===== config.mk =====
export PLATFORM = sky130hd
export DESIGN_NAME = mpf_mac_cell
export DESIGN_NICKNAME = d
export VERILOG_FILES = /design/src/rtl/mpf_pkg.sv /design/src/rtl/mpf_mac_cell.sv
export SDC_FILE = /design/constraint.sdc
export NUM_CORES = 2
export LEC_CHECK = 0
export BUFFER_PORTS_ARGS = -buffer_cell sky130_fd_sc_hd__buf_2
export CORE_MARGIN = 1.5
export CORE_UTILIZATION = 60
export CTS_CLUSTER_SIZE = 20
export DETAILED_ROUTE_END_ITERATION = 10
export PLACE_DENSITY = 0.79
export SYNTH_ARGS = -nofsm -noshare
export SYNTH_HDL_FRONTEND = slang
export SYNTH_SLANG_ARGS = --single-unit

===== constraint.sdc =====
create_clock -name clk -period 10.2 [get_ports clk]
set_clock_uncertainty 0.15 [all_clocks]
set_input_delay 0.51 -clock clk [delete_from_list [all_inputs] [get_ports clk]]
set_output_delay 0.51 -clock clk [all_outputs]
set_load 0.01 [all_outputs]

===== src/rtl/mpf_pkg.sv =====
`timescale 1ns / 1ps
// ----------------------------------------------------------------------------
// mpf_pkg: shared types and constants of the price forecast network
// Weights, normalisation constants and the tanh table.
// ----------------------------------------------------------------------------
package mpf_pkg;

  localparam int NumIn  = 6;
  localparam int NumHid = 6;
  localparam int NumOut = 3;

  // Q16 activation words; the volume input reaches 34 bits
  typedef logic signed [35:0] act_t;
  // wide accumulators
  typedef logic signed [63:0] acc_t;

  typedef act_t act_vec_t [NumIn];

  function automatic logic signed [18:0] hid_w(input int k, input int j);
    logic signed [18:0] w [6][7];
    w[0] = '{-19'sd32357, 19'sd86042, 19'sd140955, -19'sd58339, -19'sd24975,
             19'sd55757, 19'sd70237};
    w[1] = '{-19'sd25434, 19'sd36691, 19'sd44238, 19'sd51618, 19'sd2409, -19'sd50725,
             19'sd15805};
    w[2] = '{-19'sd35266, 19'sd17623, 19'sd25321, -19'sd32140, -19'sd48939, -19'sd5832,
             19'sd7296};
    w[3] = '{-19'sd112029, -19'sd19989, -19'sd669, -19'sd4394, 19'sd53805, 19'sd27765,
             19'sd195};
    w[4] = '{-19'sd23380, -19'sd68107, -19'sd49765, 19'sd12482, -19'sd26825, -19'sd69048,
             -19'sd42963};
    w[5] = '{19'sd98725, 19'sd25804, 19'sd24194, 19'sd53552, 19'sd4623, -19'sd30796,
             -19'sd11439};
    return w[k][j];
  endfunction

  function automatic logic signed [18:0] out_w(input int k, input int j);
    logic signed [18:0] w [3][7];
    w[0] = '{-19'sd1457, -19'sd4986, 19'sd24609, -19'sd55199, 19'sd48743, -19'sd7708,
             19'sd30554};
    w[1] = '{19'sd19, -19'sd13912, 19'sd37213, -19'sd50761, 19'sd49959, -19'sd6937,
             19'sd34880};
    w[2] = '{-19'sd93, -19'sd9023, 19'sd29827, -19'sd52964, 19'sd50571, -19'sd7526,
             19'sd32434};
    return w[k][j];
  endfunction

  function automatic logic [16:0] tanh_tab(input logic [4:0] i);
    logic [16:0] t [25];
    t = '{17'd0, 17'd16051, 17'd30285, 17'd41625, 17'd49912, 17'd55593, 17'd59320,
          17'd61694, 17'd63179, 17'd64096, 17'd64659, 17'd65003, 17'd65212, 17'd65339,
          17'd65417, 17'd65464, 17'd65492, 17'd65509, 17'd65520, 17'd65526, 17'd65530,
          17'd65532, 17'd65534, 17'd65535, 17'd65535};
    return (i < 5'd25) ? t[i] : 17'd65535;
  endfunction

  localparam longint InMean30 [4] = '{1326769085, 1333104162, 1320498433, 1326887196};
  localparam longint InInvDev [4] = '{99386380, 99142060, 99763430, 99485389};
  localparam longint OutMean30[3] = '{1333157849, 1320562857, 1326940884};
  localparam longint OutDev24 [3] = '{2837581, 2819814, 2827749};

  // round half up shift of a signed 64-bit value
  function automatic acc_t rnd_shift(input acc_t v, input int s);
    acc_t r;
    if (s == 0) begin
      r = v;
    end else begin
      r = (v + (acc_t'(1) <<< (s - 1))) >>> s;
    end
    return r;
  endfunction

  // valid bit and timestamp travelling beside the datapath
  typedef struct packed {
    logic        valid;
    logic [30:0] tstamp;
  } tag_t;

endpackage


===== src/rtl/mpf_mac_cell.sv =====
`timescale 1ns / 1ps
// ----------------------------------------------------------------------------
// mpf_mac_cell: one multiply-accumulate cell of a neuron chain
// Adds weight times its input to the sum handed in by the left neighbour.
// ----------------------------------------------------------------------------
module mpf_mac_cell
  import mpf_pkg::*;
(
  input  logic               clk,
  input  logic               en,
  input  logic signed [18:0] w,
  input  act_t               x,
  input  acc_t               sum_in,
  output acc_t               sum_out
);

  acc_t sum_r;

  always_ff @(posedge clk) begin
    if (en) begin
      sum_r <= sum_in + acc_t'(w) * acc_t'(x);
    end
  end

  assign sum_out = sum_r;

endmodule


==> flow_metrics.py <==
metrics = {
    "setup_path": {
        "cp.required_ns": 10.12,
        "crit_buf_inv": 4,
        "critPathTopFamily": "adder cells",
        "crit_type": "input port to flip-flop",
        "crit_path_max_incr_delay_ns": 1.07,
        "crit_fanout": 26,
        "endpoint_kind": "flip-flop",
        "cp_data_arrival_time_ns": 8.20,
        "crit_chain": "buf_2, nand2_1, fa_1, fa_1, inv_1, fa_1, fa_1, fa_1, fa_1, inv_1, fa_1, inv_1, ha_1, a21o_1, a21o_1, a21oi_1, nand3_1, a211oi_1, o32ai_1, a311oi_2, o21bai_1, a21oi_1, xnor2_1",
        "crit_slowest_cell": "fa_1",
        "setup.worst_path.start_class": "input port",
        "crit_top_cell": "fa_1",
        "crit_path_end": "sum_out[61]$_DFFE_PP_",
        "critPathLaunch": "w[4]",
        "cp_num_cells": 23,
    },
    "drt": {
        "viasPerCell": 5.56,
        "post-route-drc-count": 0,
        "detail_route.wl_per_cell_um": 19.4,
        "met3_length_um": 6530,
        "dr.pass1.iters": 5,
        "drt-met1-wl_um": 26600,
        "top_layer": "met5",
        "drt-initial-drc-count": 1793,
        "vias": 21800,
        "postRouteAntennaNets": 0,
        "wirelength_um": 75900,
        "wl_met2_um": 38600,
    },
    "place": {
        "gp_congestion": 0.943,
        "io_buffers": 184,
        "place_inst": 3895,
        "pre_cts_slack_ns": 1.70,
        "dpl.hpwl_um": 62200,
    },
    "global_routing": {
        "grt-ovfl-total": 0,
        "gr-usage-all-layers_pct": 31.4,
        "grt_pass1_vias": 23800,
        "antenna_found_initial": 4,
        "grt_pass1_wl_um": 122000,
        "grt_max_degree": 65,
    },
    "floorplanning": {
        "die_x_um": 225,
        "io_pins": 185,
        "core_mm2": 0.0487,
        "dieArea_mm2": 0.0506,
        "row_count": 81,
        "start_util_pct": 60.6,
        "fp.dieH_um": 225,
    },
    "final_layout": {
        "drive_gt1_share_pct": 6.99,
        "num-fill-cells": 4078,
        "seq_area_mm2": 0.00192,
        "multi_input_area_mm2": 0.0237,
        "largest_register_ffs": 64,
        "layout.nets": 4309,
        "stdcell_count": 3914,
        "area_growth_pct": 5.37,
    },
    "yosys": {
        "syn-cell-area_mm2": 0.0296,
        "ys_warn_count": 0,
        "seq_area_frac_synth_pct": 6.50,
        "synth_ff_type": "edfxtp_1",
        "yosysTopAreaCell": "fa_1",
        "netlist_instances": 3182,
        "synth-edff-count": 64,
        "syn_avg_cell_area_um2": 9.29,
        "yosys.area.top_type_share_pct": 52.1,
        "async_flop_share_pct": 0,
        "ys_top_cells_by_area": "fa_1, inv_1, ha_1, edfxtp_1, and2_1",
        "syn_nets": 4249,
        "synth_cell_types": 62,
        "synth_seq_cells": 64,
    },
    "timing": {
        "period_minus_slack_ns": 8.28,
        "relSlewSlack_pct": 33.8,
        "rsz0062_at_grt": "no",
        "fin_setup_tns_ns": 0,
        "fin_ws_ns": 1.92,
        "fmax_mhz": 121,
        "finalHoldViolCount": 0,
        "setup_viol": 0,
        "slew_violations": 0,
        "tightest_slew_ns": 0.991,
        "layout_worst_path_cycle_share_pct": 81.1,
    },
    "clock_network": {
        "postCtsSetupBuffers": 0,
        "cts_tree": "yes",
        "clkTransAtPathRegs_ns": 0.06,
        "cts-root-buf": "clkbuf_16",
        "clock-sinks": 64,
        "cts.repair.resized": 0,
        "cts_buffers": 9,
        "cts_buffer_depth": 2,
        "cts_hold_repair.buffers": 0,
        "htree_levels": 3,
    },
    "job": {
        "drv_cap": 0,
    },
    "hold_path": {
        "hp-start": "sum_in[0]",
        "hp-class": "input port to flip-flop",
        "whs_path_depth": 2,
    },
    "status": {
        "outcome": "completed",
    },
}
==> layout make-up <==
type	count	area share, %
Antenna cell	3	0.0241
Timing Repair Buffer	196	3.25
Clock inverter	7	0.229
Clock buffer	9	0.723
Inverter	903	10.9
Multi-Input combinational cell	2068	76.1
Sequential cell	64	6.17
Tap cell	664	2.67
==> logic make-up (layout without fill, tap and decap cells) <==
| kind of cell | count (synthesis) | in the layout | synth area share, % |
|---|---|---|---|
| DFF | 64 | 64 | 6.50 |
| adders and majority gates | 946 | 946 | 59.6 |
| muxes | 1 | 1 | 0.0339 |
| xor gates and xnor gates | 64 | 64 | 1.90 |
| buffers and inverters | 1050 | 1115 | 13.4 |
| AOI/OAI and AO/OA | 213 | 213 | 4.83 |
| other | 0 | 3 | 0 |
| and+or+nand+nor | 844 | 844 | 13.8 |
==> layout by cell type (no fill, tap or decap), types with 45 or more instances in the layout <==
cell | synthesis | final
xnor2_1 | 45 | 45
fa_1 | 769 | 769
buf_2 | 5 | 184
nand2_1 | 410 | 410
a21oi_1 | 68 | 68
inv_1 | 902 | 902
nor2_1 | 68 | 68
ha_1 | 177 | 177
and2_1 | 288 | 288
a21o_1 | 45 | 45
edfxtp_1 | 64 | 64
==> layer usage <==
layer  up-vias  GRT usage [%]
li1       9255              -
met1     11200           38.2
met3       221           4.92
met4         2           14.6
met5         -              0
met2      1104           55.2
==> cell usage after synthesis, types with 20 or more instances <==
cell,count
fa_1,769
nor2_1,68
o21ai_0,32
edfxtp_1,64
a21oi_1,68
and2_1,288
inv_1,902
a21o_1,45
xnor2_1,45
nand4_1,20
ha_1,177
clkbuf_1,139
nand2_1,410
==> how the worst min path moves through the flow <==
| stage | to | slack, ns |
|---|---|---|
| 2_1_floorplan | sum_out[0]$_DFFE_PP_ | 0.47 |
| 3_3_place_gp | sum_out[0]$_DFFE_PP_ | 0.68 |
| 3_5_place_dp | sum_out[0]$_DFFE_PP_ | 0.70 |
| 4_1_cts | sum_out[0]$_DFFE_PP_ | 0.37 |
| 5_1_grt | sum_out[0]$_DFFE_PP_ | 0.38 |
| 6_report | sum_out[0]$_DFFE_PP_ | 0.38 |
==> stage by stage <==
stage	utilization, %	instance area [µm²]	hold WS (ns)
floorplan	-	29600	0.472
global placement	63.3	30800	0.684
detailed placement	63.3	30800	0.704
CTS	63.9	31100	0.370
global route	63.9	31100	0.378
finish	63.9	31100	0.375
Power is left out: the tool's default activity adds up to more than one toggle a clock period on the data nets, which glitch-free logic cannot reach.
