### src/rtl/mpf_pkg.sv
`timescale 1ns / 1ps
// ----------------------------------------------------------------------------
// mpf_pkg: shared types and constants of the price forecast network
// Weights, normalisation constants and the tanh table.
// ----------------------------------------------------------------------------
package mpf_pkg;

  localparam int NumIn  = 6;
  localparam int NumHid = 6;
  localparam int NumOut = 3;

  // Q16 activation words; the volume input reaches 34 bits
  typedef logic signed [35:0] act_t;
  // wide accumulators
  typedef logic signed [63:0] acc_t;

  typedef act_t act_vec_t [NumIn];

  function automatic logic signed [18:0] hid_w(input int k, input int j);
    logic signed [18:0] w [6][7];
    w[0] = '{-19'sd32357, 19'sd86042, 19'sd140955, -19'sd58339, -19'sd24975,
             19'sd55757, 19'sd70237};
    w[1] = '{-19'sd25434, 19'sd36691, 19'sd44238, 19'sd51618, 19'sd2409, -19'sd50725,
             19'sd15805};
    w[2] = '{-19'sd35266, 19'sd17623, 19'sd25321, -19'sd32140, -19'sd48939, -19'sd5832,
             19'sd7296};
    w[3] = '{-19'sd112029, -19'sd19989, -19'sd669, -19'sd4394, 19'sd53805, 19'sd27765,
             19'sd195};
    w[4] = '{-19'sd23380, -19'sd68107, -19'sd49765, 19'sd12482, -19'sd26825, -19'sd69048,
             -19'sd42963};
    w[5] = '{19'sd98725, 19'sd25804, 19'sd24194, 19'sd53552, 19'sd4623, -19'sd30796,
             -19'sd11439};
    return w[k][j];
  endfunction

  function automatic logic signed [18:0] out_w(input int k, input int j);
    logic signed [18:0] w [3][7];
    w[0] = '{-19'sd1457, -19'sd4986, 19'sd24609, -19'sd55199, 19'sd48743, -19'sd7708,
             19'sd30554};
    w[1] = '{19'sd19, -19'sd13912, 19'sd37213, -19'sd50761, 19'sd49959, -19'sd6937,
             19'sd34880};
    w[2] = '{-19'sd93, -19'sd9023, 19'sd29827, -19'sd52964, 19'sd50571, -19'sd7526,
             19'sd32434};
    return w[k][j];
  endfunction

  function automatic logic [16:0] tanh_tab(input logic [4:0] i);
    logic [16:0] t [25];
    t = '{17'd0, 17'd16051, 17'd30285, 17'd41625, 17'd49912, 17'd55593, 17'd59320,
          17'd61694, 17'd63179, 17'd64096, 17'd64659, 17'd65003, 17'd65212, 17'd65339,
          17'd65417, 17'd65464, 17'd65492, 17'd65509, 17'd65520, 17'd65526, 17'd65530,
          17'd65532, 17'd65534, 17'd65535, 17'd65535};
    return (i < 5'd25) ? t[i] : 17'd65535;
  endfunction

  localparam longint InMean30 [4] = '{1326769085, 1333104162, 1320498433, 1326887196};
  localparam longint InInvDev [4] = '{99386380, 99142060, 99763430, 99485389};
  localparam longint OutMean30[3] = '{1333157849, 1320562857, 1326940884};
  localparam longint OutDev24 [3] = '{2837581, 2819814, 2827749};

  // round half up shift of a signed 64-bit value
  function automatic acc_t rnd_shift(input acc_t v, input int s);
    acc_t r;
    if (s == 0) begin
      r = v;
    end else begin
      r = (v + (acc_t'(1) <<< (s - 1))) >>> s;
    end
    return r;
  endfunction

  // valid bit and timestamp travelling beside the datapath
  typedef struct packed {
    logic        valid;
    logic [30:0] tstamp;
  } tag_t;

endpackage

### src/rtl/mpf_tanh.sv
`timescale 1ns / 1ps
// ----------------------------------------------------------------------------
// mpf_tanh: rounding to Q16 and table tanh with linear interpolation
// ----------------------------------------------------------------------------
module mpf_tanh
  import mpf_pkg::*;
(
  input  logic clk,
  input  logic en,
  input  acc_t acc_in,
  output act_t h_out
);

  acc_t        x;
  logic        neg;
  acc_t        a;
  logic [4:0]  idx;
  logic [13:0] frac;
  logic [16:0] lo, hi;
  logic [31:0] mag;
  act_t        h_r;

  always_comb begin
    x    = rnd_shift(acc_in, 16);
    neg  = x[63];
    a    = neg ? -x : x;
    idx  = a[18:14];
    frac = a[13:0];
    lo   = tanh_tab(idx);
    hi   = tanh_tab(idx + 5'd1);
    if (a[62:14] >= 49'd24) begin
      mag = 32'd65535;
    end else begin
      mag = 32'(lo) + 32'((32'(hi - lo) * 32'(frac) + 32'd8192) >> 14);
    end
  end

  always_ff @(posedge clk) begin
    if (en) begin
      h_r <= neg ? -act_t'(mag) : act_t'(mag);
    end
  end

  assign h_out = h_r;

endmodule

### config.mk
export PLATFORM = sky130hd
export DESIGN_NAME = mpf_tanh
export DESIGN_NICKNAME = d
export VERILOG_FILES = /design/src/rtl/mpf_pkg.sv /design/src/rtl/mpf_tanh.sv
export SDC_FILE = /design/constraint.sdc
export NUM_CORES = 1
export LEC_CHECK = 0
export BUFFER_PORTS_ARGS = -buffer_cell sky130_fd_sc_hd__buf_2
export CAP_MARGIN = 40
export CORE_ASPECT_RATIO = 0.8
export CORE_MARGIN = 4
export CORE_UTILIZATION = 34
export DETAILED_ROUTE_END_ITERATION = 8
export SLEW_MARGIN = 20
export SYNTH_ARGS = -nofsm -noshare
export SYNTH_HDL_FRONTEND = slang
export SYNTH_SLANG_ARGS = --single-unit
### constraint.sdc
create_clock -name clk -period 21 [get_ports clk]
set_input_delay 1.05 -clock clk [delete_from_list [all_inputs] [get_ports clk]]
set_output_delay 1.05 -clock clk [all_outputs]
set_load 0.005 [all_outputs]
==> impl_table.tex <==
\begin{tabular}{lr}
\hline
Metric & Value \\
\hline
\multicolumn{2}{l}{\textbf{Floorplanning}} \\
Die area & 0.0543 mm² \\
Boundary Pins & 102 \\
CORE AREA & 0.0499 mm² \\
Cell row count & 73 \\
Starting Density & 34.5\% \\
X dimension of the die & 260 µm \\
Die span in y & 209 µm \\
\multicolumn{2}{l}{\textbf{CTS}} \\
Number of buffers created by CTS & 5 \\
Number of gates resized after cts & 0 \\
CTS tree & built \\
CTS root buffer & clkbuf\_16 \\
H-Tree Depth & 2 \\
Clock sink count & 35 \\
Clock slew at the register clock pins of the worst setup and hold paths & 60 ps \\
Clock Tree Buf Depth & 2 \\
Setup Fix Bufs, Post-CTS & 0 \\
Cts hold-fix bufs & 0 \\
\multicolumn{2}{l}{\textbf{Worst setup path}} \\
Largest stage delay, worst path & 700 ps \\
Data required time at the worst endpoint & 21020 ps \\
Arrival time reported for the critical path endpoint & 19080 ps \\
Crit. path cell count & 62 \\
Kind of start point of the critical path & primary input \\
Origin of the worst setup path & acc\_in[39] \\
Buf+Inv Stages, Crit Path & 4 \\
Capturing element type of the critical path & register \\
Class of the most critical setup path & primary input to register \\
Crit path max fanout & 20 \\
Kind of cell adding the most delay to the critical path & simple AND/OR/NAND/NOR gates \\
Critical-path cell with the highest stage delay & nor4\_1 \\
Crit path to & h\_out[18] \\
Cell seen most often among critical-path stages & fa\_1 \\
\multicolumn{2}{l}{\textbf{Drt}} \\
Detailed-routing iteration count for the pre-antenna-repair pass & 6 \\
Via count & 15600 \\
Vias per inst & 5.38 \\
Count of antenna-violating nets left after detailed routing & 0 \\
Total DRC errors in the routed layout & 0 \\
Final routed wire length divided by cell count & 17.2 µm \\
Drt total wl & 49.9 mm \\
Number of design-rule violations left by the first detailed-router iteration & 1243 \\
\multicolumn{2}{l}{\textbf{Yosys}} \\
Flops \& latches, synth & 35 \\
Number of enable-type register cells in the synthesized netlist & 35 \\
Nets in the synthesized netlist & 2617 \\
Share of flip-flops with an asynchronous set or reset after synthesis & 0\% \\
Count of cell types in the netlist & 93 \\
Count of yosys warnings during synthesis & 0 \\
Post-synthesis instance area & 0.0172 mm² \\
Sequential share of the synthesized area & 6.10\% \\
Primary FF master, synth & edfxtp\_1 \\
Synthesized area divided by synthesized cell count & 7.93 µm² \\
Synthesized instance count & 2170 \\
\multicolumn{2}{l}{\textbf{Timing}} \\
Accumulated negative setup slack & 0 ps \\
Worst Max-Slew Pin Slew & 852 ps \\
Remaining max-slew budget at the tightest pin & 42.8\% \\
Final setup viols & 0 \\
Achievable Freq & 0.0525 GHz \\
Final critical delay including setup and external delays & 19060 ps \\
Part of the cycle the worst path needs & 90.8\% \\
Max Slew Vio Count & 0 \\
Worst slack on hold paths & 1390 ps \\
Unrepaired setup endpoints after global routing & no \\
Number of endpoints with negative hold slack in the final report & 0 \\
\multicolumn{2}{l}{\textbf{Placed design}} \\
RD Place Congestion & 0.918 \\
Detailed-placement wirelength estimate & 41.8 mm \\
Buffers on Ports & 86 \\
Cells after DPL & 2893 \\
\multicolumn{2}{l}{\textbf{Cells and area}} \\
Sequential cell area & 0.00105 mm² \\
Count of nets after finishing & 2676 \\
Share of post-route cells with drive strength above 1 & 9.96\% \\
Filler Cells Inserted & 5203 \\
Area growth from synthesis to final layout & 8.51\% \\
Number of flip-flops in the largest register & 35 \\
N\_diodes & 0 \\
Util after Layout & 37.5\% \\
Area of the multi-input gates & 0.0145 mm² \\
Post-route insts no fill & 2905 \\
\multicolumn{2}{l}{\textbf{Global routing}} \\
Number of antenna violations at the first check in global routing & 0 \\
Pin count of the biggest net entering global routing & 52 \\
All-Layer GR Usage & 18.4\% \\
Global-route wire length before repair & 83.4 mm \\
Total gr overflow & 0 \\
Via count of the first global-routing pass & 15800 \\
\multicolumn{2}{l}{\textbf{Run}} \\
Total of max-cap violations & 0 \\
\multicolumn{2}{l}{\textbf{Run status}} \\
Outcome & finished clean \\
\multicolumn{2}{l}{\textbf{Min path}} \\
Hold WC Path Type & primary input to register \\
\hline
\end{tabular}
[area by class of cell]
class                   count  area share, %
clock buffers               5          0.670
clock inverters             3          0.107
inverters                 348           6.99
well taps                 675           4.52
multi-input cells        1702           77.8
repair buffers            137           4.29
flip-flops and latches     35           5.63
[placed cells by master, fill, tap and decap left out, drive strengths merged, types with 73 or more instances in the layout]
cell type and n:
a21oi 78, buf 133, fa 234, ha 147, inv 348, nand2 216
nand3 73, nor2 188, nor3 80, o21ai 89, xnor2 82
[cell usage after synthesis, types with 23 or more instances]
cell type / n / area, µm²
nand4_1: 37 / 231
o21ai_0: 60 / 300
xor2_1: 46 / 403
ha_1: 147 / 1840
or2_2: 24 / 150
nand2_1: 215 / 807
a31oi_1: 23 / 144
nor3_1: 74 / 370
a21oi_1: 78 / 390
a21o_1: 27 / 203
clkbuf_1: 51 / 191
and3_1: 23 / 144
o21ai_1: 29 / 145
edfxtp_1: 35 / 1050
xnor2_1: 82 / 718
nand3_1: 66 / 330
and2_1: 23 / 144
fa_1: 234 / 4680
buf_2: 23 / 115
nand2b_1: 28 / 175
nor2_1: 185 / 694
inv_1: 348 / 1310
[metal layers]
| metal | GRT usage [%] | wire, µm |
|---|---|---|
| met3 | 2.38 | 3520 |
| met4 | 2.72 | 690 |
| met1 | 27.8 | 23900 |
| met5 | 0 | 0 |
| met2 | 28.9 | 21700 |
[per-stage QoR]
step	setup slack [ps]	cell area (µm²)
final	1940	18700
after global routing	547	18700
after CTS	1750	18700
after detailed placement	1510	18500
after global placement	1900	18500
after floorplan	4020	17200
[cell families after synthesis]
logic type | share of synthesized area (%)
AOI/OAI and AO/OA | 13.7
xor gates and xnor gates | 6.51
adders and majority gates | 37.9
buffers and inverters | 9.69
DFF | 6.10
muxes | 1.43
and+or+nand+nor | 24.7
[worst min path at each step]
stage / end / cells past startpoint / startpoint / slack (ps)
2_1_floorplan: h_out[0] / 0 / en / 1160
3_5_place_dp: h_out[27] / 1 / h_out[27] / 1440
5_1_grt: h_out[2] / 1 / en / 1430
4_1_cts: h_out[2] / 1 / en / 1400
3_3_place_gp: h_out[23] / 1 / h_out[23] / 1440
6_report: h_out[2] / 1 / en / 1390
Power is not shown: default switching activity piles up to over one toggle a cycle in this logic, so the estimate is an artifact.
